$ cat config.mk
export PLATFORM = sky130hd
export DESIGN_NAME = ils_cell
export DESIGN_NICKNAME = d
export VERILOG_FILES = /design/src/rtl/ils_pkg.sv /design/src/rtl/ils_cell.sv
export SDC_FILE = /design/constraint.sdc
export NUM_CORES = 1
export LEC_CHECK = 0
export ABC_AREA = 1
export ABC_CLOCK_PERIOD_IN_PS = 4700
export BUFFER_PORTS_ARGS = -buffer_cell sky130_fd_sc_hd__buf_2
export CAP_MARGIN = 20
export CORE_MARGIN = 2
export CORE_UTILIZATION = 45
export DETAILED_ROUTE_END_ITERATION = 8
export PLACE_DENSITY = 0.87
export SYNTH_ARGS = -nofsm -noshare
export SYNTH_HDL_FRONTEND = slang
export SYNTH_SLANG_ARGS = --single-unit
$ cat constraint.sdc
create_clock -name clk_i -period 4.7 [get_ports clk_i]
set_input_delay 0.705 -clock clk_i [delete_from_list [all_inputs] [get_ports clk_i]]
set_output_delay 0.705 -clock clk_i [all_outputs]
set_load 0.1 [all_outputs]
$ cat src/rtl/ils_pkg.sv
`timescale 1ns / 1ps
// Shared types and constants of the indexed list store.
// No dependencies; every other file imports this package.
package ils_pkg;

  localparam int CAPACITY_DEF  = 64;
  localparam int WORD_BITS_DEF = 32;

  localparam int CMD_W    = 3;
  localparam int POS_W    = 7;
  localparam int VALUE_W  = 32;
  localparam int STATUS_W = 2;
  localparam int COUNT_W  = 7;

  typedef enum logic [CMD_W-1:0] {
    CMD_ADD_FRONT    = 3'd0,
    CMD_ADD_REAR     = 3'd1,
    CMD_REMOVE_FRONT = 3'd2,
    CMD_REMOVE_REAR  = 3'd3,
    CMD_INSERT_AT    = 3'd4,
    CMD_REMOVE_AT    = 3'd5
  } cmd_e;

  typedef enum logic [STATUS_W-1:0] {
    ST_OK        = 2'd0,
    ST_UNDERFLOW = 2'd1,
    ST_RANGE     = 2'd2,
    ST_FULL      = 2'd3
  } status_e;

  // Broadcast to every cell of the chain.
  typedef enum logic [1:0] {
    SHIFT_HOLD,
    SHIFT_INSERT,
    SHIFT_REMOVE
  } shift_op_e;

  typedef struct packed {
    logic [CMD_W-1:0]   command;
    logic [POS_W-1:0]   position;
    logic [VALUE_W-1:0] value;
  } in_word_t;

  typedef struct packed {
    logic [VALUE_W-1:0]  removed_value;
    logic [STATUS_W-1:0] status;
    logic [COUNT_W-1:0]  entry_count;
    logic                is_empty;
  } out_word_t;

endpackage

$ cat src/rtl/ils_cell.sv
`timescale 1ns / 1ps
// One storage cell of the list chain: holds one entry and shifts with its neighbors.
// Depends on ils_pkg for the shift operation type.
module ils_cell import ils_pkg::*; #(
  parameter int WORD_BITS = WORD_BITS_DEF,
  parameter int IDX_W     = 6,
  parameter int INDEX     = 0
) (
  input  logic                 clk_i,
  input  shift_op_e            op_i,
  input  logic [IDX_W-1:0]     idx_i,
  input  logic [WORD_BITS-1:0] new_word_i,
  input  logic [WORD_BITS-1:0] left_word_i,
  input  logic [WORD_BITS-1:0] right_word_i,
  output logic [WORD_BITS-1:0] word_o,
  output logic [WORD_BITS-1:0] hit_word_o
);

  logic [WORD_BITS-1:0] word_q, word_d;
  logic at_idx, past_idx;

  assign at_idx   = (idx_i == IDX_W'(INDEX));
  assign past_idx = (IDX_W'(INDEX) > idx_i);

  always_comb begin
    word_d = word_q;
    unique case (op_i)
      SHIFT_INSERT: begin
        if (at_idx) begin
          word_d = new_word_i;
        end else if (past_idx) begin
          word_d = left_word_i;
        end
      end
      SHIFT_REMOVE: begin
        if (at_idx || past_idx) begin
          word_d = right_word_i;
        end
      end
      default: word_d = word_q;
    endcase
  end

  always_ff @(posedge clk_i) begin
    word_q <= word_d;
  end

  assign word_o     = word_q;
  // Drive the stored word onto the removal bus only when this cell is the one leaving.
  assign hit_word_o = (op_i == SHIFT_REMOVE && at_idx) ? word_q : '0;

endmodule

==> summary.txt <==
Run status
  – Status: finished clean

Critical path
  – Startpoint Class: input port
  – Critical path class: input port to output port
  – Bufs and invs on worst path: 4
  – Element type at the critical path end: output port
  – Worst path cell trace: buf_2 > nor2_4 > buf_4 > nand4_1 > buf_4 > nor2_1 > buf_2
  – CP max stage delay: 0.57 ns
  – CP delay by family, top: buffers and inverters
  – Arr. time, crit path: 2.82 ns
  – Critical Path RT: 3.99 ns
  – Master of the slowest instance on the critical path: nand4_1
  – Critical path peak fanout: 34

Floorplanning
  – Row count: 26
  – Ports: 169
  – Die X: 76.1 um
  – CORE AREA: 5070 um^2
  – DIE AREA: 5800 um^2
  – Die Height: 76.1 um
  – Effective utilization at floorplan: 46.1%

Final layout
  – Ant diodes: 0
  – Synthesis-to-layout area growth: 40.7%
  – Final Cell Area: 3290 um^2
  – # fillers: 460
  – Reg area: 961 um^2
  – Layout cell share with drive strength beyond 1: 36.1%
  – Area taken by multi-input logic gates: 922 um^2
  – Total Nets Final: 615
  – Max reg flops: 32
  – Non-Filler Instances: 580

STA
  – Slew @ Worst Pin: 1.08 ns
  – Hold Fails Final Rpt: 0
  – Tmin final: 3.53 ns
  – Endpoints failing setup: 0
  – Highest Clock Rate: 284 MHz
  – RSZ-0062 raised after global routing: no
  – Final worst-path cycle share: 75.0%
  – Final worst slack: 1.17 ns
  – Setup TNS: 0 ns
  – Final Max Slew Viols: 0
  – Slew headroom: 28.0%

Logic synthesis
  – Library cells used by synthesis: 11
  – Syn nets: 456
  – Synth Cell Area: 2340 um^2
  – Register area share after synthesis: 41.0%
  – FF+latch count, synth: 32
  – Post-synthesis instance total: 351
  – Synthesis Warnings: 0
  – Average size of a mapped cell: 6.67 um^2

Detailed routing
  – Residual DRC count: 0
  – Initial DRC Count: 149
  – DRT antenna net count: 0
  – DR WL/cell: 12.0 um
  – Via-to-Cell Ratio: 4.66
  – Routed vias: 2701
  – Initial DRT Pass Iterations: 4
  – Routed wire length: 6.98 mm

CTS
  – Resized Gates After CTS: 0
  – CTS tree: yes
  – CTS root buf: clkbuf_8
  – Clock tree buffer depth: 2
  – CTS sink cnt: 32
  – Clock transition at path regs: 0.07 ns
  – TritonCTS Buffers: 5
  – Post-CTS setup buffer count: 0
  – H-tree Lvls: 2
  – Hold_buf cts: 0

GRT
  – GR Util All Layers: 23.6%
  – Global route overflow: 0
  – First-pass GRT wire length: 11.2 mm
  – Initial antenna violation count: 0
  – Vias in the first global route: 2500
  – Pin count of the biggest net entering global routing: 35

Placement
  – GPL Wtd Cong: 0.843
  – I/O Buffers: 168
  – Total placed cells including tap cells: 573
  – DP Wirelength: 5.11 mm
  – Pre-CTS setup slack: 1.21 ns
  – Post-DP Area: 3220 um^2

Power and ir drop
  – PD cells: 198 nW/um^2
  – Design Power: 0.000653 W
  – Static leakage: 2.08 nW
  – Peak supply drop: 0.102 mV

Worst hold path
  – Worst hold path type: input port to register

Flow run
  – Total of max-cap violations: 0
## cell usage in the layout (no fill, tap or decap)
| cell | n |
|---|---|
| buf_2 | 168 |
| inv_1 | 98 |
| nand2_1 | 97 |
| nand4_1 | 33 |
| nand3_1 | 32 |
| nor2_1 | 32 |
| edfxtp_1 | 32 |
| clkbuf_8 | 5 |
| buf_4 | 5 |
| nor2_4 | 4 |
| clkinv_1 | 2 |
| nand3_2 | 1 |
| a21oi_4 | 1 |
## per-stage QoR
stage	hold slack [ns]	utilization, %
finish	0.692	64.9
global route	0.696	64.9
CTS	0.686	64.9
detailed placement	0.977	63.4
global placement	0.978	63.4
floorplan	0.891	-
## cells in the mapped netlist
library cell,instances,share of area [%]
inv_1,98,16
nand3_1,32,6.8
nand2_1,97,16
nand3_2,1,0.43
nand4_1,33,8.8
a21oi_1,1,0.21
buf_2,18,3.8
clkbuf_1,3,0.48
nor2_4,4,1.9
nor2_1,32,5.1
edfxtp_1,32,41
## power breakdown
| group | total, W | internal, W | leakage, nW | switching [W] |
|---|---|---|---|---|
| registers | 0.000320 | 0.000319 | 0.281 | 0.000000857 |
| clock network | 0.000195 | 0.0000976 | 0.0391 | 0.0000973 |
| logic | 0.000139 | 0.0000557 | 1.76 | 0.0000829 |
| total | 0.000653 | 0.000472 | 2.08 | 0.000181 |
## path summary, 6_finish.rpt
path | endpoint | slack [ns] | cells past startpoint | from
max | hit_word_o[4] | 1.17 | 7 | idx_i[1]
min | word_o[31] | 0.69 | 3 | right_word_i[31]
## cell families (layout without fill, tap and decap cells)
| family | after synthesis | after routing | share of synthesized area, % |
|---|---|---|---|
| AO/OA/AOI/OAI | 1 | 1 | 0.214 |
| buffers and inverters | 119 | 278 | 20.0 |
| flip-flops | 32 | 32 | 41.0 |
| AND/OR/NAND/NOR | 199 | 199 | 38.7 |
## metal layers
layer  global-route usage (%)  wire length, um  vias up
met4                     8.00              130        0
met3                     4.27              521       12
met1                     27.3             2710     1171
met5                        0                0        -
li1                         -                -     1389
met2                     43.9             3610      129
## final cells by class
class	count	share of cell area, %
well taps	70	2.66
inverters	98	11.2
flip-flops and latches	32	29.2
clock inverters	2	0.228
multi-input cells	200	28.0
clock buffers	5	2.09
repair buffers	173	26.7
Power figures use the tool's default switching activity.
