## src/rtl/ils_pkg.sv

```systemverilog
`timescale 1ns / 1ps
// Shared types and constants of the indexed list store.
// No dependencies; every other file imports this package.
package ils_pkg;

  localparam int CAPACITY_DEF  = 64;
  localparam int WORD_BITS_DEF = 32;

  localparam int CMD_W    = 3;
  localparam int POS_W    = 7;
  localparam int VALUE_W  = 32;
  localparam int STATUS_W = 2;
  localparam int COUNT_W  = 7;

  typedef enum logic [CMD_W-1:0] {
    CMD_ADD_FRONT    = 3'd0,
    CMD_ADD_REAR     = 3'd1,
    CMD_REMOVE_FRONT = 3'd2,
    CMD_REMOVE_REAR  = 3'd3,
    CMD_INSERT_AT    = 3'd4,
    CMD_REMOVE_AT    = 3'd5
  } cmd_e;

  typedef enum logic [STATUS_W-1:0] {
    ST_OK        = 2'd0,
    ST_UNDERFLOW = 2'd1,
    ST_RANGE     = 2'd2,
    ST_FULL      = 2'd3
  } status_e;

  // Broadcast to every cell of the chain.
  typedef enum logic [1:0] {
    SHIFT_HOLD,
    SHIFT_INSERT,
    SHIFT_REMOVE
  } shift_op_e;

  typedef struct packed {
    logic [CMD_W-1:0]   command;
    logic [POS_W-1:0]   position;
    logic [VALUE_W-1:0] value;
  } in_word_t;

  typedef struct packed {
    logic [VALUE_W-1:0]  removed_value;
    logic [STATUS_W-1:0] status;
    logic [COUNT_W-1:0]  entry_count;
    logic                is_empty;
  } out_word_t;

endpackage

```

## src/rtl/ils_ctrl.sv

```systemverilog
`timescale 1ns / 1ps
// Command decode, bounds checks and entry counter of the list store.
// Depends on ils_pkg for command, status and shift codes.
module ils_ctrl import ils_pkg::*; #(
  parameter int CAPACITY = CAPACITY_DEF,
  parameter int IDX_W    = $clog2(CAPACITY),
  parameter int CNT_W    = $clog2(CAPACITY + 1)
) (
  input  logic               clk_i,
  input  logic               rst_ni,
  input  logic               accept_i,
  input  logic [CMD_W-1:0]   command_i,
  input  logic [POS_W-1:0]   position_i,
  output shift_op_e          op_o,
  output logic [IDX_W-1:0]   idx_o,
  output status_e            status_o,
  output logic [COUNT_W-1:0] count_o,
  output logic               empty_o
);

  localparam int CMP_W = ((CNT_W > POS_W) ? CNT_W : POS_W) + 1;

  logic [CNT_W-1:0] count_q, count_d;
  logic [CMP_W-1:0] pos_x, cnt_x, cnt_next_x;
  logic             full, empty;
  shift_op_e        op;

  assign pos_x = CMP_W'(position_i);
  assign cnt_x = CMP_W'(count_q);
  assign full  = (count_q == CNT_W'(CAPACITY));
  assign empty = (count_q == '0);

  always_comb begin
    op       = SHIFT_HOLD;
    idx_o    = '0;
    status_o = ST_OK;
    unique case (cmd_e'(command_i))
      CMD_ADD_FRONT: begin
        if (full) status_o = ST_FULL;
        else op = SHIFT_INSERT;
      end
      CMD_ADD_REAR: begin
        idx_o = IDX_W'(count_q);
        if (full) status_o = ST_FULL;
        else op = SHIFT_INSERT;
      end
      CMD_REMOVE_FRONT: begin
        if (empty) status_o = ST_UNDERFLOW;
        else op = SHIFT_REMOVE;
      end
      CMD_REMOVE_REAR: begin
        idx_o = IDX_W'(count_q - CNT_W'(1));
        if (empty) status_o = ST_UNDERFLOW;
        else op = SHIFT_REMOVE;
      end
      CMD_INSERT_AT: begin
        idx_o = IDX_W'(pos_x - CMP_W'(1));
        // Range is checked ahead of capacity.
        priority if (pos_x == '0 || pos_x > cnt_x + CMP_W'(1)) status_o = ST_RANGE;
        else if (full) status_o = ST_FULL;
        else op = SHIFT_INSERT;
      end
      CMD_REMOVE_AT: begin
        idx_o = IDX_W'(pos_x - CMP_W'(1));
        if (pos_x == '0 || pos_x > cnt_x) status_o = ST_RANGE;
        else op = SHIFT_REMOVE;
      end
      default: op = SHIFT_HOLD;  // unused codes leave the list alone
    endcase
  end

  assign op_o = accept_i ? op : SHIFT_HOLD;

  always_comb begin
    unique case (op)
      SHIFT_INSERT: count_d = count_q + CNT_W'(1);
      SHIFT_REMOVE: count_d = count_q - CNT_W'(1);
      default:      count_d = count_q;
    endcase
  end

  always_ff @(posedge clk_i or negedge rst_ni) begin
    if (!rst_ni) begin
      count_q <= '0;
    end else if (accept_i) begin
      count_q <= count_d;
    end
  end

  assign cnt_next_x = CMP_W'(count_d);
  assign count_o    = cnt_next_x[COUNT_W-1:0];
  assign empty_o    = (count_d == '0);

endmodule

```

## config.mk

```make
export PLATFORM = sky130hd
export DESIGN_NAME = ils_ctrl
export DESIGN_NICKNAME = d
export VERILOG_FILES = /design/src/rtl/ils_pkg.sv /design/src/rtl/ils_ctrl.sv
export SDC_FILE = /design/constraint.sdc
export NUM_CORES = 1
export LEC_CHECK = 0
export BUFFER_PORTS_ARGS = -buffer_cell sky130_fd_sc_hd__buf_2
export CAP_MARGIN = 20
export CORE_MARGIN = 1
export CORE_UTILIZATION = 55
export DETAILED_ROUTE_END_ITERATION = 6
export PLACE_DENSITY_LB_ADDON = 0.25
export RECOVER_POWER = 50
export SLEW_MARGIN = 5
export SYNTH_ARGS = -nofsm -noshare
export SYNTH_HDL_FRONTEND = slang
export SYNTH_SLANG_ARGS = --single-unit
```

## constraint.sdc

```tcl
create_clock -name clk_i -period 8.3 [get_ports clk_i]
set_input_delay 2.49 -clock clk_i [delete_from_list [all_inputs] [get_ports clk_i]]
set_output_delay 2.49 -clock clk_i [all_outputs]
set_load 0.1 [all_outputs]
```

==> impl_metrics.json <==
{
  "status": "completed",
  "met3_usage_pct": 6.09,
  "synthTopCellsByArea": "ha_1, dfrtp_1, xnor2_1, nand2_1, inv_1",
  "synth_compound_area_share_pct": 24.7,
  "ctsRootBufferMaster": "clkbuf_4",
  "io_buffers": 30,
  "start_kind": "input port",
  "slew_headroom_pct": 22.6,
  "drt-total-wl_mm": 3.93,
  "drive_gt1_share_pct": 26.9,
  "crit_family": "simple AND/OR/NAND/NOR gates",
  "start_util_pct": 60.4,
  "yosysSeqAreaShare_pct": 12.6,
  "synth_top_family_by_area": "compound AO/OA/AOI/OAI gates",
  "clock_latency_ns": 0.26,
  "reg_top3": "count_q: 7 flops",
  "grt_pass1_vias": 1411,
  "rsz0062_at_grt": "false",
  "top_register": "count_q",
  "dieArea_sq_um": 2730,
  "met1_usage_pct": 41.9,
  "min_path_type": "flip-flop to flip-flop",
  "drc_errors": 0,
  "worstSetupPathType": "input port to primary output",
  "cts_tree": "built",
  "vias": 1526,
  "postCtsSetupBuffers": 0,
  "largest_reg_flops": 7,
  "drv_cap": 0,
  "finalSetupTns_ns": 0,
  "ant_nets": 0,
  "syn_area_per_cell_sq_um": 7.54,
  "dieWidth_um": 52.2,
  "hold_violations": 0,
  "htree_levels": 1,
  "cts_resized": 0,
  "period_minus_slack_ns": 8.17,
  "fillers": 190,
  "critPathArrivalTime_ns": 5.68,
  "clk_pin_slew_worst_paths_ns": 0.06,
  "layout_common_cells": "buf_2, nand2_1, ha_1",
  "diodes": 0,
  "fin_area_sq_um": 1680,
  "antenna_found_initial": 0,
  "use_met2_pct": 54.1,
  "nets": 246,
  "synth_seq_cells": 7,
  "hpwl_mm": 3.18,
  "yosys.area.top_type_share_pct": 18.0,
  "synth-xor-area-share_pct": 9.47,
  "viasPerCell": 6.36,
  "place_area_sq_um": 1660,
  "area_growth_pct": 21.4,
  "drtIter0Drc": 71,
  "synth_fp_nets": 217,
  "multiInputGateArea_sq_um": 1200,
  "firstDrtPassIters": 5,
  "slowest_stage": "or4_1",
  "crit_required_ns": 5.81,
  "coreArea_sq_um": 2300,
  "overflow": 0,
  "skew_ns": 0.00316,
  "yosys.area.top_type": "ha_1",
  "synth_fa_ha_area_share_pct": 18.0,
  "ff_latch_area_sq_um": 175,
  "slew_viol_final": 0,
  "slowest_delay_ns": 0.52,
  "ios": 31,
  "routedWlPerCell_um": 16.4,
  "fmax_mhz": 122,
  "final_common_cell": "buf_2",
  "cts_hold_buf": 0,
  "syn_area_sq_um": 1390,
  "crit_fanout": 6,
  "die_h_um": 52.2,
  "row_count": 17,
  "finalSetupViolations": 0,
  "cts_buffer_depth": 2,
  "clock_sinks": 7,
  "cp_num_buf_inv": 3,
  "ys_types": 44,
  "async_reset_ff_share_pct": 100,
  "grt-busiest-layer": "met2",
  "ys.flop_type": "dfrtp_1",
  "synthSimpleGateAreaFrac_pct": 23.1,
  "worstMarginPinSlew_ns": 1.17,
  "grt_max_degree": 16,
  "grt.total_usage_pct": 31.7,
  "grt_pass1_wl_mm": 6.38,
  "syn-instance-count": 184,
  "crit_path_cell_trace": "buf_2 > ha_4 > nor2b_1 > o211ai_1 > a21o_1 > a211o_1 > nor3b_2 > ha_2 > inv_2 > o22ai_1 > o31a_4 > or4_1 > nor4_2 > buf_12",
  "synth_edf_count": 0,
  "ys_warn_count": 0,
  "muxShareOfSynthArea_pct": 4.24,
  "end_kind": "primary output",
  "cts_buffers": 3,
  "timing.final.crit_share_pct": 98.5,
  "place_congestion": 0.929
}
==> worst reg2reg max path: stages, from the launching register on <==
cell	delay, ns
dfrtp_1	0.56
ha_1	0.34
nand3_1	0.15
nor3_1	0.23
xnor2_1	0.17
ha_1	0.34
nand3_1	0.13
a21o_1	0.21
a211o_1	0.30
nor3b_2	0.17
ha_2	0.23
nor2b_4	0.14
a221oi_1	0.38
a31oi_2	0.11
mux2_2	0.29
==> stage by stage <==
stage,hold slack [ns],setup slack [ns],std cells,util [%]
global placement,0.556,0.232,236,72.4
global route,0.600,0.00758,240,73.3
detailed placement,0.570,0.158,236,72.4
floorplan,0.527,-0.943,184,-
finish,0.583,0.127,240,73.3
CTS,0.583,0.144,240,73.6
==> cells in the mapped netlist (4+ instances only) <==
cell and count:
o22ai_1 7, clkbuf_1 4, nand3_1 7, inv_1 17, a31oi_1 4, dfrtp_1 7, a21oi_1 11, nor2b_1 4
nor3_1 6, nand2_1 22, nor2_1 5, o21ai_0 12, xnor2_1 12, ha_1 20
==> final cells by class <==
class,count,share of cell area (%)
Sequential cell,7,10.4
Clock inverter,1,0.297
Multi-Input combinational cell,151,71.3
Tap cell,28,2.08
Timing Repair Buffer,32,10.5
Clock buffer,3,1.34
Inverter,18,4.01
==> worst paths after layout <==
| path | from | endpoint | slack, ns | depth (start not counted) |
|---|---|---|---|---|
| min reg2reg | count_q[4] | count_q[4] | 0.58 | 1 |
| max in group asynchronous | rst_ni | count_q[1] | 5.92 | 1 |
| max | position_i[1] | empty_o | 0.13 | 14 |
| min | count_q[4] | count_q[4] | 0.58 | 1 |
| max reg2reg | count_q[0] | count_q[5] | 4.44 | 14 |
| min in group asynchronous | rst_ni | count_q[5] | 2.11 | 1 |
==> metal layers <==
layer / share of wire, % / vias up / wire length (um)
met5: 0 / - / 0
met4: 0.36 / 0 / 14
met3: 7.5 / 2 / 295
met2: 49 / 73 / 1920
met1: 43 / 722 / 1690
li1: - / 729 / -
==> cells by family after synthesis <==
group,Yosys count
xor gates and xnor gates,15
and+or+nand+nor,60
buffers and inverters,26
adders and majority gates,20
DFF,7
muxes,5
AOI/OAI and AO/OA,51
Power is left out: the tool's default activity adds up to more than one toggle a clock period on the data nets, which glitch-free logic cannot reach.
